**config.mk**
```make
export PLATFORM = sky130hd
export DESIGN_NAME = wrench_average_calibrate_top_flat
export DESIGN_NICKNAME = d
export VERILOG_FILES = /design/src/rtl/core/wac_pkg.sv /design/src/rtl/core/wac_if.sv /design/src/rtl/core/wac_res_if.sv /design/src/rtl/core/wac_front.sv /design/src/rtl/core/wac_back.sv /design/src/rtl/core/wrench_average_calibrate_top.sv /design/src/flat_wrapper.sv
export SDC_FILE = /design/constraint.sdc
export NUM_CORES = 2
export LEC_CHECK = 0
export BUFFER_PORTS_ARGS = -buffer_cell sky130_fd_sc_hd__buf_2
export CAP_MARGIN = 20
export CORE_MARGIN = 3
export CORE_UTILIZATION = 53
export DETAILED_ROUTE_END_ITERATION = 12
export PLACE_DENSITY_LB_ADDON = 0.08
export SYNTH_ARGS = -nofsm -noshare
export SYNTH_HDL_FRONTEND = slang
export SYNTH_SLANG_ARGS = --single-unit
```
**constraint.sdc**
```tcl
create_clock -name clk -period 11.95 [get_ports clk]
set_input_delay 2.39 -clock clk [delete_from_list [all_inputs] [get_ports clk]]
set_output_delay 2.39 -clock clk [all_outputs]
set_load 0.005 [all_outputs]
```
**src/rtl/core/wac_pkg.sv**
```systemverilog
`timescale 1ns / 1ps
// ----------------------------------------------------------------------------
// wac_pkg
// Shared types and constants for the wrench average and calibrate block.
// ----------------------------------------------------------------------------
package wac_pkg;

  localparam int AXES        = 6;
  localparam int CNT_W       = 7;
  localparam int MAX_AVG     = 64;
  localparam int COUNT_RESET = 10;
  localparam int COEF_W      = 18;
  localparam int AXIS_W      = 3;

  // back end sequencer states
  typedef enum logic [2:0] {
    ST_IDLE,
    ST_DIV,
    ST_MAC,
    ST_SAT,
    ST_OUT
  } back_state_t;

  // calibration matrix, signed Q2.16
  function automatic logic signed [COEF_W-1:0] cal_coef(input logic [AXIS_W-1:0] row,
                                                       input logic [AXIS_W-1:0] col);
    logic signed [COEF_W-1:0] c;
    c = '0;
    case ({row, col})
      6'o00: c = 18'sd67084;  6'o01: c = 18'sd1758;   6'o02: c = -18'sd159;
      6'o03: c = 18'sd3733;   6'o04: c = -18'sd12874; 6'o05: c = 18'sd10001;
      6'o10: c = -18'sd1125;  6'o11: c = 18'sd66187;  6'o12: c = -18'sd782;
      6'o13: c = 18'sd10398;  6'o14: c = -18'sd358;   6'o15: c = 18'sd809;
      6'o20: c = 18'sd463;    6'o21: c = 18'sd621;    6'o22: c = 18'sd65204;
      6'o23: c = 18'sd380;    6'o24: c = 18'sd2972;   6'o25: c = 18'sd489;
      6'o30: c = 18'sd50;     6'o31: c = 18'sd85;     6'o32: c = -18'sd47;
      6'o33: c = 18'sd66884;  6'o34: c = -18'sd144;   6'o35: c = 18'sd4;
      6'o40: c = -18'sd99;    6'o41: c = 18'sd5;      6'o42: c = -18'sd13;
      6'o43: c = 18'sd262;    6'o44: c = 18'sd67182;  6'o45: c = -18'sd375;
      6'o50: c = 18'sd73;     6'o51: c = -18'sd135;   6'o52: c = -18'sd4;
      6'o53: c = -18'sd131;   6'o54: c = 18'sd916;    6'o55: c = 18'sd66758;
      default: c = '0;
    endcase
    return c;
  endfunction

endpackage

```
**src/rtl/core/wac_if.sv**
```systemverilog
`timescale 1ns / 1ps
// ----------------------------------------------------------------------------
// wac_if
// Valid/ready channel carrying six signed axis values.
// ----------------------------------------------------------------------------
interface wac_if #(
  parameter int W = 32
);
  logic                valid;
  logic                ready;
  logic signed [W-1:0] force_x;
  logic signed [W-1:0] force_y;
  logic signed [W-1:0] force_z;
  logic signed [W-1:0] torque_x;
  logic signed [W-1:0] torque_y;
  logic signed [W-1:0] torque_z;

  modport source (output valid, force_x, force_y, force_z, torque_x, torque_y, torque_z,
                  input ready);
  modport sink   (input valid, force_x, force_y, force_z, torque_x, torque_y, torque_z,
                  output ready);
endinterface

```
**src/rtl/core/wac_res_if.sv**
```systemverilog
`timescale 1ns / 1ps
// ----------------------------------------------------------------------------
// wac_res_if
// Valid/ready channel carrying averaged and calibrated axis values.
// ----------------------------------------------------------------------------
interface wac_res_if #(
  parameter int W = 32
);
  logic                valid;
  logic                ready;
  logic signed [W-1:0] avg_force_x;
  logic signed [W-1:0] avg_force_y;
  logic signed [W-1:0] avg_force_z;
  logic signed [W-1:0] avg_torque_x;
  logic signed [W-1:0] avg_torque_y;
  logic signed [W-1:0] avg_torque_z;
  logic signed [W-1:0] cal_force_x;
  logic signed [W-1:0] cal_force_y;
  logic signed [W-1:0] cal_force_z;
  logic signed [W-1:0] cal_torque_x;
  logic signed [W-1:0] cal_torque_y;
  logic signed [W-1:0] cal_torque_z;

  modport source (output valid, avg_force_x, avg_force_y, avg_force_z, avg_torque_x,
                  avg_torque_y, avg_torque_z, cal_force_x, cal_force_y, cal_force_z,
                  cal_torque_x, cal_torque_y, cal_torque_z, input ready);
  modport sink   (input valid, avg_force_x, avg_force_y, avg_force_z, avg_torque_x,
                  avg_torque_y, avg_torque_z, cal_force_x, cal_force_y, cal_force_z,
                  cal_torque_x, cal_torque_y, cal_torque_z, output ready);
endinterface

```
**src/rtl/core/wac_front.sv**
```systemverilog
`timescale 1ns / 1ps
// ----------------------------------------------------------------------------
// wac_front
// Accumulates samples per axis and hands a finished window (its six sums)
// to the back end through a one-entry queue.
// ----------------------------------------------------------------------------
module wac_front
  import wac_pkg::*;
#(
  parameter int W   = 32,
  parameter int S_W = 38
) (
  input  logic                       clk,
  input  logic                       rst_n,
  input  logic                       in_valid,
  output logic                       in_ready,
  input  logic signed [AXES-1:0][W-1:0] in_samp,
  input  logic [CNT_W-1:0]           count_eff,
  output logic                       win_valid,
  input  logic                       win_ready,
  output logic signed [AXES-1:0][S_W-1:0] win_sums
);

  logic signed [AXES-1:0][S_W-1:0] sums_r, sums_nxt;
  logic [CNT_W-1:0]                seen_r, seen_nxt;
  logic                            q_valid_r;
  logic signed [AXES-1:0][S_W-1:0] q_sums_r;
  logic                            accept, fire;
  logic [CNT_W-1:0]                seen_inc;

  // stall while a finished window waits in the queue
  assign in_ready = !q_valid_r;
  assign accept   = in_valid && in_ready;
  assign seen_inc = seen_r + 1'b1;
  assign fire     = accept && (seen_inc >= count_eff);

  // running sums
  always_comb begin
    for (int i = 0; i < AXES; i++) begin
      sums_nxt[i] = sums_r[i] + S_W'($signed(in_samp[i]));
    end
    seen_nxt = seen_inc;
  end

  always_ff @(posedge clk) begin
    if (!rst_n) begin
      sums_r    <= '0;
      seen_r    <= '0;
      q_valid_r <= 1'b0;
    end else begin
      if (accept) begin
        if (fire) begin
          sums_r <= '0;
          seen_r <= '0;
        end else begin
          sums_r <= sums_nxt;
          seen_r <= seen_nxt;
        end
      end
      if (fire) q_valid_r <= 1'b1;
      else if (win_ready) q_valid_r <= 1'b0;
    end
  end

  // queue payload
  always_ff @(posedge clk) begin
    if (fire) q_sums_r <= sums_nxt;
  end

  assign win_valid = q_valid_r;
  assign win_sums  = q_sums_r;

endmodule

```
**src/rtl/core/wac_back.sv**
```systemverilog
`timescale 1ns / 1ps
// ----------------------------------------------------------------------------
// wac_back
// Divides the six sums by the count with a shared restoring divider, runs a
// shared multiply-accumulate over the 6x6 matrix, saturates and holds the
// result until taken.
// ----------------------------------------------------------------------------
module wac_back
  import wac_pkg::*;
#(
  parameter int W   = 32,
  parameter int S_W = 38
) (
  input  logic                          clk,
  input  logic                          rst_n,
  input  logic                          win_valid,
  output logic                          win_ready,
  input  logic signed [AXES-1:0][S_W-1:0] win_sums,
  input  logic [CNT_W-1:0]              count_eff,
  output logic                          res_valid,
  input  logic                          res_ready,
  output logic signed [AXES-1:0][W-1:0] res_avg,
  output logic signed [AXES-1:0][W-1:0] res_cal
);

  localparam int ACC_W = W + COEF_W + 4;
  localparam int DB_W  = $clog2(S_W + 1);
  localparam int PH_W  = S_W - 16;

  back_state_t state_r, state_nxt;

  logic signed [AXES-1:0][S_W-1:0] sums_r;
  logic signed [AXES-1:0][S_W-1:0] avg_r;
  logic signed [AXES-1:0][W-1:0]   cal_r;
  logic [AXIS_W-1:0]               ax_r;
  logic [AXIS_W-1:0]               col_r;
  logic [DB_W-1:0]                 bit_r;
  logic [S_W-1:0]                  mag_r;
  logic [CNT_W:0]                  rem_r;
  logic [S_W-1:0]                  quo_r;
  logic signed [ACC_W-1:0]         acc_hi_r;
  logic signed [ACC_W-1:0]         acc_lo_r;
  logic                            neg_r;
  logic                            out_valid_r;

  // restoring division step
  logic [CNT_W:0] rem_sh;
  logic [CNT_W:0] rem_sub;
  logic           div_ge;
  assign rem_sh  = {rem_r[CNT_W-1:0], mag_r[S_W-1]};
  assign div_ge  = rem_sh >= {1'b0, count_eff};
  assign rem_sub = div_ge ? rem_sh - {1'b0, count_eff} : rem_sh;

  // multiply-accumulate operands: average split as hi*2^16 + lo
  logic signed [COEF_W-1:0]      coef;
  logic signed [PH_W-1:0]        a_hi;
  logic signed [16:0]            a_lo;
  logic signed [S_W-1:0]         a_cur;
  logic signed [COEF_W+PH_W-1:0] p_hi;
  logic signed [COEF_W+16:0]     p_lo;
  assign a_cur = avg_r[col_r];
  assign coef  = cal_coef(ax_r, col_r);
  assign a_hi  = PH_W'(a_cur >>> 16);
  assign a_lo  = {1'b0, a_cur[15:0]};
  assign p_hi  = coef * a_hi;
  assign p_lo  = coef * a_lo;

  // rounding and saturation
  logic signed [ACC_W-1:0] cal_full;
  logic signed [ACC_W-1:0] hi_lim;
  logic signed [ACC_W-1:0] lo_lim;
  logic signed [W-1:0]     cal_sat;
  assign cal_full = acc_hi_r + ((acc_lo_r + ACC_W'(32768)) >>> 16);
  assign hi_lim   = ACC_W'({1'b0, {(W-1){1'b1}}});
  assign lo_lim   = -hi_lim - ACC_W'(1);
  always_comb begin
    if (cal_full > hi_lim)      cal_sat = {1'b0, {(W-1){1'b1}}};
    else if (cal_full < lo_lim) cal_sat = {1'b1, {(W-1){1'b0}}};
    else                        cal_sat = W'(cal_full);
  end

  logic last_ax;
  logic last_col;
  assign last_ax  = ax_r == AXIS_W'(AXES - 1);
  assign last_col = col_r == AXIS_W'(AXES - 1);

  // next state
  always_comb begin
    state_nxt = state_r;
    case (state_r)
      ST_IDLE: if (win_valid) state_nxt = ST_DIV;
      ST_DIV:  if (bit_r == DB_W'(S_W - 1) && last_ax) state_nxt = ST_MAC;
      ST_MAC:  if (last_col) state_nxt = ST_SAT;
      ST_SAT:  if (last_ax) state_nxt = ST_OUT;
               else state_nxt = ST_MAC;
      ST_OUT:  if (res_ready) state_nxt = ST_IDLE;
      default: state_nxt = ST_IDLE;
    endcase
  end

  // outputs
  always_comb begin
    win_ready   = 1'b0;
    out_valid_r = 1'b0;
    case (state_r)
      ST_IDLE: win_ready   = 1'b1;
      ST_OUT:  out_valid_r = 1'b1;
      default: ;
    endcase
  end

  always_ff @(posedge clk) begin
    if (!rst_n) state_r <= ST_IDLE;
    else        state_r <= state_nxt;
  end

  // datapath
  always_ff @(posedge clk) begin
    case (state_r)
      ST_IDLE: begin
        sums_r <= win_sums;
        ax_r   <= '0;
        bit_r  <= '0;
        rem_r  <= '0;
        neg_r  <= win_sums[0][S_W-1];
        mag_r  <= win_sums[0][S_W-1] ? -win_sums[0] : win_sums[0];
      end
      ST_DIV: begin
        if (bit_r == DB_W'(S_W - 1)) begin
          quo_r <= {quo_r[S_W-2:0], div_ge};
          avg_r[ax_r] <= neg_r ? -{quo_r[S_W-2:0], div_ge}
                               : {quo_r[S_W-2:0], div_ge};
          bit_r <= '0;
          rem_r <= '0;
          if (last_ax) begin
            ax_r     <= '0;
            col_r    <= '0;
            acc_hi_r <= '0;
            acc_lo_r <= '0;
          end else begin
            ax_r  <= ax_r + 1'b1;
            neg_r <= sums_r[ax_r + 1'b1][S_W-1];
            mag_r <= sums_r[ax_r + 1'b1][S_W-1] ? -sums_r[ax_r + 1'b1]
                                                 : sums_r[ax_r + 1'b1];
          end
        end else begin
          rem_r <= rem_sub;
          quo_r <= {quo_r[S_W-2:0], div_ge};
          mag_r <= {mag_r[S_W-2:0], 1'b0};
          bit_r <= bit_r + 1'b1;
        end
      end
      ST_MAC: begin
        acc_hi_r <= acc_hi_r + ACC_W'(p_hi);
        acc_lo_r <= acc_lo_r + ACC_W'(p_lo);
        col_r    <= last_col ? '0 : col_r + 1'b1;
      end
      ST_SAT: begin
        cal_r[ax_r] <= cal_sat;
        acc_hi_r    <= '0;
        acc_lo_r    <= '0;
        ax_r        <= last_ax ? '0 : ax_r + 1'b1;
      end
      default: ;
    endcase
  end

  // averages are emitted at the output width
  always_comb begin
    for (int i = 0; i < AXES; i++) begin
      res_avg[i] = avg_r[i][W-1:0];
    end
  end

  assign res_valid = out_valid_r;
  assign res_cal   = cal_r;

endmodule

```
**src/rtl/core/wrench_average_calibrate_top.sv**
```systemverilog
`timescale 1ns / 1ps
// ----------------------------------------------------------------------------
// wrench_average_calibrate_top
// Boxcar average of six-axis samples followed by a fixed 6x6 calibration.
// ----------------------------------------------------------------------------
// Usage:
//  - in_ch carries one six-axis sample per item, valid/ready.
//  - out_ch carries one result (six averages, six calibrated values) per
//    window of average_count samples; other items produce nothing.
//  - cfg_we/cfg_wdata set average_count (0 acts as 1, above 64 acts as 64).
//  - the front end takes one item per cycle until a window closes; the window
//    then sits in a one-entry queue for the back end.
//  - back end per window: a shared bit-serial divider forms the six averages,
//    then a multiply-accumulate and saturate step per axis gives the calibrated
//    values; the result is then held until taken.
//  - a stalled receiver holds the back end; the front end keeps summing the
//    next window and stalls only when that window also closes.
//  - reset clears sums, count and all valid flags; average_count goes to 10.
// ----------------------------------------------------------------------------
module wrench_average_calibrate_top
  import wac_pkg::*;
#(
  parameter int SAMPLE_WIDTH = 32
) (
  input  logic              clk,
  input  logic              rst_n,
  wac_if.sink               in_ch,
  wac_res_if.source         out_ch,
  input  logic              cfg_we,
  input  logic [CNT_W-1:0]  cfg_wdata
);

  localparam int S_W = SAMPLE_WIDTH + 6;

  logic [CNT_W-1:0] avg_cnt_r;
  logic [CNT_W-1:0] count_eff;

  // configuration register
  always_ff @(posedge clk) begin
    if (!rst_n)      avg_cnt_r <= CNT_W'(COUNT_RESET);
    else if (cfg_we) avg_cnt_r <= cfg_wdata;
  end

  // clamp to 1..64
  always_comb begin
    if (avg_cnt_r == '0)                   count_eff = CNT_W'(1);
    else if (avg_cnt_r > CNT_W'(MAX_AVG))  count_eff = CNT_W'(MAX_AVG);
    else                                   count_eff = avg_cnt_r;
  end

  logic signed [AXES-1:0][SAMPLE_WIDTH-1:0] in_samp;
  assign in_samp[0] = in_ch.force_x;
  assign in_samp[1] = in_ch.force_y;
  assign in_samp[2] = in_ch.force_z;
  assign in_samp[3] = in_ch.torque_x;
  assign in_samp[4] = in_ch.torque_y;
  assign in_samp[5] = in_ch.torque_z;

  logic                               win_valid, win_ready;
  logic signed [AXES-1:0][S_W-1:0]    win_sums;
  logic signed [AXES-1:0][SAMPLE_WIDTH-1:0] res_avg, res_cal;

  wac_front #(.W(SAMPLE_WIDTH), .S_W(S_W)) u_front (
    .clk, .rst_n,
    .in_valid (in_ch.valid),
    .in_ready (in_ch.ready),
    .in_samp,
    .count_eff,
    .win_valid,
    .win_ready,
    .win_sums
  );

  wac_back #(.W(SAMPLE_WIDTH), .S_W(S_W)) u_back (
    .clk, .rst_n,
    .win_valid,
    .win_ready,
    .win_sums,
    .count_eff,
    .res_valid (out_ch.valid),
    .res_ready (out_ch.ready),
    .res_avg,
    .res_cal
  );

  assign out_ch.avg_force_x  = res_avg[0];
  assign out_ch.avg_force_y  = res_avg[1];
  assign out_ch.avg_force_z  = res_avg[2];
  assign out_ch.avg_torque_x = res_avg[3];
  assign out_ch.avg_torque_y = res_avg[4];
  assign out_ch.avg_torque_z = res_avg[5];
  assign out_ch.cal_force_x  = res_cal[0];
  assign out_ch.cal_force_y  = res_cal[1];
  assign out_ch.cal_force_z  = res_cal[2];
  assign out_ch.cal_torque_x = res_cal[3];
  assign out_ch.cal_torque_y = res_cal[4];
  assign out_ch.cal_torque_z = res_cal[5];

  // checks
  a_eff_range: assert property (@(posedge clk) disable iff (!rst_n)
    count_eff != '0 && count_eff <= CNT_W'(MAX_AVG))
    else $error("effective count out of range");

  a_out_hold: assert property (@(posedge clk) disable iff (!rst_n)
    out_ch.valid && !out_ch.ready |=> out_ch.valid && $stable(res_cal))
    else $error("result changed while stalled");

  a_no_double: assert property (@(posedge clk) disable iff (!rst_n)
    out_ch.valid && out_ch.ready |=> !out_ch.valid)
    else $error("result repeated");

endmodule

```
**src/flat_wrapper.sv**
```systemverilog
// flat-port wrapper written by rule: the top's interface ports become plain ports
module wrench_average_calibrate_top_flat import wac_pkg::*;
#(
  parameter int SAMPLE_WIDTH = 32
)
  (clk, rst_n, cfg_we, cfg_wdata, in_ch_valid, in_ch_force_x, in_ch_force_y, in_ch_force_z, in_ch_torque_x, in_ch_torque_y, in_ch_torque_z, in_ch_ready, out_ch_valid, out_ch_avg_force_x, out_ch_avg_force_y, out_ch_avg_force_z, out_ch_avg_torque_x, out_ch_avg_torque_y, out_ch_avg_torque_z, out_ch_cal_force_x, out_ch_cal_force_y, out_ch_cal_force_z, out_ch_cal_torque_x, out_ch_cal_torque_y, out_ch_cal_torque_z, out_ch_ready);
  wac_if #(.W((32))) in_ch_i ();
  wac_res_if #(.W((32))) out_ch_i ();
  input  logic clk;
  input  logic rst_n;
  input  logic cfg_we;
  input  logic [CNT_W-1:0] cfg_wdata;
  input wire logic [$bits(in_ch_i.valid)-1:0] in_ch_valid;
  input wire logic [$bits(in_ch_i.force_x)-1:0] in_ch_force_x;
  input wire logic [$bits(in_ch_i.force_y)-1:0] in_ch_force_y;
  input wire logic [$bits(in_ch_i.force_z)-1:0] in_ch_force_z;
  input wire logic [$bits(in_ch_i.torque_x)-1:0] in_ch_torque_x;
  input wire logic [$bits(in_ch_i.torque_y)-1:0] in_ch_torque_y;
  input wire logic [$bits(in_ch_i.torque_z)-1:0] in_ch_torque_z;
  output wire logic [$bits(in_ch_i.ready)-1:0] in_ch_ready;
  output wire logic [$bits(out_ch_i.valid)-1:0] out_ch_valid;
  output wire logic [$bits(out_ch_i.avg_force_x)-1:0] out_ch_avg_force_x;
  output wire logic [$bits(out_ch_i.avg_force_y)-1:0] out_ch_avg_force_y;
  output wire logic [$bits(out_ch_i.avg_force_z)-1:0] out_ch_avg_force_z;
  output wire logic [$bits(out_ch_i.avg_torque_x)-1:0] out_ch_avg_torque_x;
  output wire logic [$bits(out_ch_i.avg_torque_y)-1:0] out_ch_avg_torque_y;
  output wire logic [$bits(out_ch_i.avg_torque_z)-1:0] out_ch_avg_torque_z;
  output wire logic [$bits(out_ch_i.cal_force_x)-1:0] out_ch_cal_force_x;
  output wire logic [$bits(out_ch_i.cal_force_y)-1:0] out_ch_cal_force_y;
  output wire logic [$bits(out_ch_i.cal_force_z)-1:0] out_ch_cal_force_z;
  output wire logic [$bits(out_ch_i.cal_torque_x)-1:0] out_ch_cal_torque_x;
  output wire logic [$bits(out_ch_i.cal_torque_y)-1:0] out_ch_cal_torque_y;
  output wire logic [$bits(out_ch_i.cal_torque_z)-1:0] out_ch_cal_torque_z;
  input wire logic [$bits(out_ch_i.ready)-1:0] out_ch_ready;
  assign in_ch_i.valid = in_ch_valid;
  assign in_ch_i.force_x = in_ch_force_x;
  assign in_ch_i.force_y = in_ch_force_y;
  assign in_ch_i.force_z = in_ch_force_z;
  assign in_ch_i.torque_x = in_ch_torque_x;
  assign in_ch_i.torque_y = in_ch_torque_y;
  assign in_ch_i.torque_z = in_ch_torque_z;
  assign in_ch_ready = in_ch_i.ready;
  assign out_ch_valid = out_ch_i.valid;
  assign out_ch_avg_force_x = out_ch_i.avg_force_x;
  assign out_ch_avg_force_y = out_ch_i.avg_force_y;
  assign out_ch_avg_force_z = out_ch_i.avg_force_z;
  assign out_ch_avg_torque_x = out_ch_i.avg_torque_x;
  assign out_ch_avg_torque_y = out_ch_i.avg_torque_y;
  assign out_ch_avg_torque_z = out_ch_i.avg_torque_z;
  assign out_ch_cal_force_x = out_ch_i.cal_force_x;
  assign out_ch_cal_force_y = out_ch_i.cal_force_y;
  assign out_ch_cal_force_z = out_ch_i.cal_force_z;
  assign out_ch_cal_torque_x = out_ch_i.cal_torque_x;
  assign out_ch_cal_torque_y = out_ch_i.cal_torque_y;
  assign out_ch_cal_torque_z = out_ch_i.cal_torque_z;
  assign out_ch_i.ready = out_ch_ready;
  wrench_average_calibrate_top #(.SAMPLE_WIDTH(SAMPLE_WIDTH)) u_core (.clk(clk), .rst_n(rst_n), .in_ch(in_ch_i), .out_ch(out_ch_i), .cfg_we(cfg_we), .cfg_wdata(cfg_wdata));
endmodule
```
==> metrics.md <==
| Metric | Value |
|---|---|
| Setup TNS | 0 ns |
| Crit path DAT | 10.95 ns |
| Crit path launch type | flip-flop |
| Gpl congestion | 0.950 |
| Drt drc | 0 |
| ANT cells | 0 |
| Post-synthesis sequential area ratio | 37.5% |
| Crit. End Element | flip-flop |
| Crit path required time | 12.48 ns |
| Nets | 11200 |
| Synth unique cells | 116 |
| Cell chosen for the clock root | clkbuf_16 |
| Fmax | 96.0 MHz |
| Final Skew | 0.0550 ns |
| Global-route track usage on met2 | 51.6% |
| First-pass DRT Iterations | 6 |
| WS Path Type | flip-flop to flip-flop |
| CP Launch Point | u_core.u_back.col_r[1]$_SDFFCE_PN0P_ |
| Synth warn | 0 |
| IO buf count | 589 |
| Global-route met1 utilization | 38.1% |
| Std-Cell Rows | 158 |
| Synth top area share | 32.6% |
| Final period util | 87.2% |
| DR iter-0 viols | 5672 |
| Area contributors post-synth | edfxtp_1 33%, fa_1 19%, ha_1 7.1% |
| Via count | 70000 |
| CP peak stage delay | 0.83 ns |
| FF-to-FF Start | u_core.u_back.col_r[1]$_SDFFCE_PN0P_ |
| Clk sink count | 1325 |
| Number of synthesized flops with an enable pin | 1079 |
| Min Tclk post-route | 10.42 ns |
| Largest net degree at the start of global routing | 139 |
| Core area | 186000 um^2 |
| Vias per cell | 5.77 |
| Max-Cap Viols | 0 |
| Clk buf depth | 3 |
| Final instance area | 109000 um^2 |
| Met3 GRT Util | 3.87% |
| Post-synth top cells | 1215 x inv_1, 1079 x edfxtp_1, 936 x fa_1 |
| First-pass GRT wire length | 439000 um |
| Initial Util | 53.5% |
| TritonCTS clock tree | yes |
| Die X-Extent | 439 um |
| Placed Instance Area | 104000 um^2 |
| Slew Viols, Final | 0 |
| Fraction of layout cells with a size suffix above 1 | 12.4% |
| Most frequent CP cell | fa_1 |
| Grt ovf | 0 |
| Unrepaired setup endpoints after global routing | no |
| R2r setup slk | 1.53 ns |
| Yosys top cell by area | edfxtp_1 |
| Final wirelength | 288000 um |
| Hold Slack | 0.398 ns |
| HPWL Detailed | 221000 um |
| Yosys reg bits | 1325 |
| Die area | 193000 um^2 |
| Fillers | 15600 |
| Post-synth ARST share | 0% |
| Slew HR | 14.9% |
| Synth Cell Area | 99500 um^2 |
| Tot GR Track Use | 30.0% |
| CTS Buf Count | 148 |
| Avg Cell Area, Syn | 10.9 um^2 |
| Post-Synthesis Cells | 9169 |
| CP max FO | 37 |
| Min-Delay Startpoint | u_core.u_front.win_sums[113]$_DFFE_PP_ |
| CP delay by family, top | adder cells |
| Area grow syn2layout | 9.65% |
| Status | complete, no violations |
| HP Class | flip-flop to flip-flop |
| Hold_buf cts | 0 |
| Antenna-violating nets left | 0 |
| I/O Pins | 590 |
| Count leader, synth | inv_1 |
| Least-Margin Pin Slew | 1.28 ns |
| Crit path buffers/inverters | 4 |
| Clk_lat worst skew | 0.82 ns |
| Register area | 37300 um^2 |
| Die Ht | 439 um |
| Ys flop type | edfxtp_1 |
| Syn nets | 10900 |
| Setup-failing EPs final | 0 |
| Post-CTS setup buffer count | 0 |
| Slowest stage cell, crit path | nand3_1 |
| Worst-path clk slew | 0.06 ns |
| Vias in the first global route | 72300 |
| Final hold viol count | 0 |
| Drt wl/cell | 23.7 um |
| Multi-input logic area | 55100 um^2 |
| Htree depth | 4 |
| Post_cts resized | 0 |
| Initial antenna violation count | 4 |
| GR peak layer | met2 |
## registers in the layout, summed over array words and instances (netlist names), 3 cells and up
register / flops
u_core.u_back.sums_r: 228
u_core.u_back.acc_lo_r: 54
u_core.u_back.res_cal: 192
u_core.u_front.sums_r: 228
u_core.u_front.seen_r: 7
u_core.u_front.win_sums: 228
u_core.u_back.col_r: 3
u_core.u_back.res_avg: 192
u_core.avg_cnt_r: 7
u_core.u_back.state_r: 3
u_core.u_back.mag_r: 38
u_core.u_back.acc_hi_r: 54
u_core.u_back.ax_r: 3
u_core.u_back.avg_r: 36
u_core.u_back.quo_r: 37
u_core.u_back.bit_r: 6
u_core.u_back.rem_r: 7
## cell usage in the layout, fill, tap and decap left out, drive strengths merged, types with 48 or more instances in the layout
master,count
a211oi,62
a21boi,87
a21o,231
a21oi,457
a22o,92
a22oi,90
a31oi,54
and2,56
and3,58
buf,716
clkbuf,194
clkinv,51
dfxtp,246
edfxtp,1079
fa,936
ha,568
inv,1226
mux2i,93
mux4,75
nand2,668
nand2b,87
nand3,168
nand4,56
nor2,730
nor2b,157
nor3,99
o21a,62
o21ai,291
o21bai,62
or3,48
xnor2,324
xor2,156
## final timing paths
path                                               to  cells after the start
max          u_core.u_back.acc_hi_r[48]$_SDFFCE_PN0P_                     29
min               u_core.u_back.sums_r[113]$_DFFE_PP_                      0
max reg2reg  u_core.u_back.acc_hi_r[48]$_SDFFCE_PN0P_                     29
min reg2reg       u_core.u_back.sums_r[113]$_DFFE_PP_                      0
## cell families after synthesis
family          after synthesis  synth area share (%)
compound gates             1711                  11.6
xor+xnor                    480                  4.23
fa+ha+maj                  1504                  26.0
buf+inv                    1724                  7.37
flops                      1325                  37.5
mux                         184                  2.81
simple gates               2241                  10.5
## worst reg2reg max path: cells and delay by family (launching register included)
family / cells / cell delay [ns]
compound gates: 8 / 2.48
xor+xnor: 1 / 0.15
fa+ha+maj: 9 / 3.83
buf+inv: 4 / 1.04
flops: 1 / 0.34
simple gates: 7 / 2.32
## metrics by stage
stage / instances / utilization (%) / setup slack, ns
after global routing: 12100 / 58.7 / 0.840
after detailed placement: 11900 / 55.9 / 1.61
after CTS: 12100 / 58.7 / 1.59
final: 12100 / 58.7 / 1.53
after global placement: 11900 / 55.9 / 1.59
after floorplan: 9169 / - / 2.36
## cell type report
type | instances | area share (%)
timing repair buffer | 716 | 3.62
clock buffer | 194 | 3.69
multi-input combinational | 6120 | 50.5
clock inverter | 82 | 0.945
tap | 2480 | 2.84
inverter | 1218 | 4.20
sequential | 1325 | 34.2
## layer usage
metal	share of wire, %	vias up
li1	-	31900
met1	40	35300
met2	49	2303
met3	5.6	576
met4	4.7	2
met5	0.0070	-
Power is left out: the tool's default activity adds up to more than one toggle a clock period on the data nets, which glitch-free logic cannot reach.
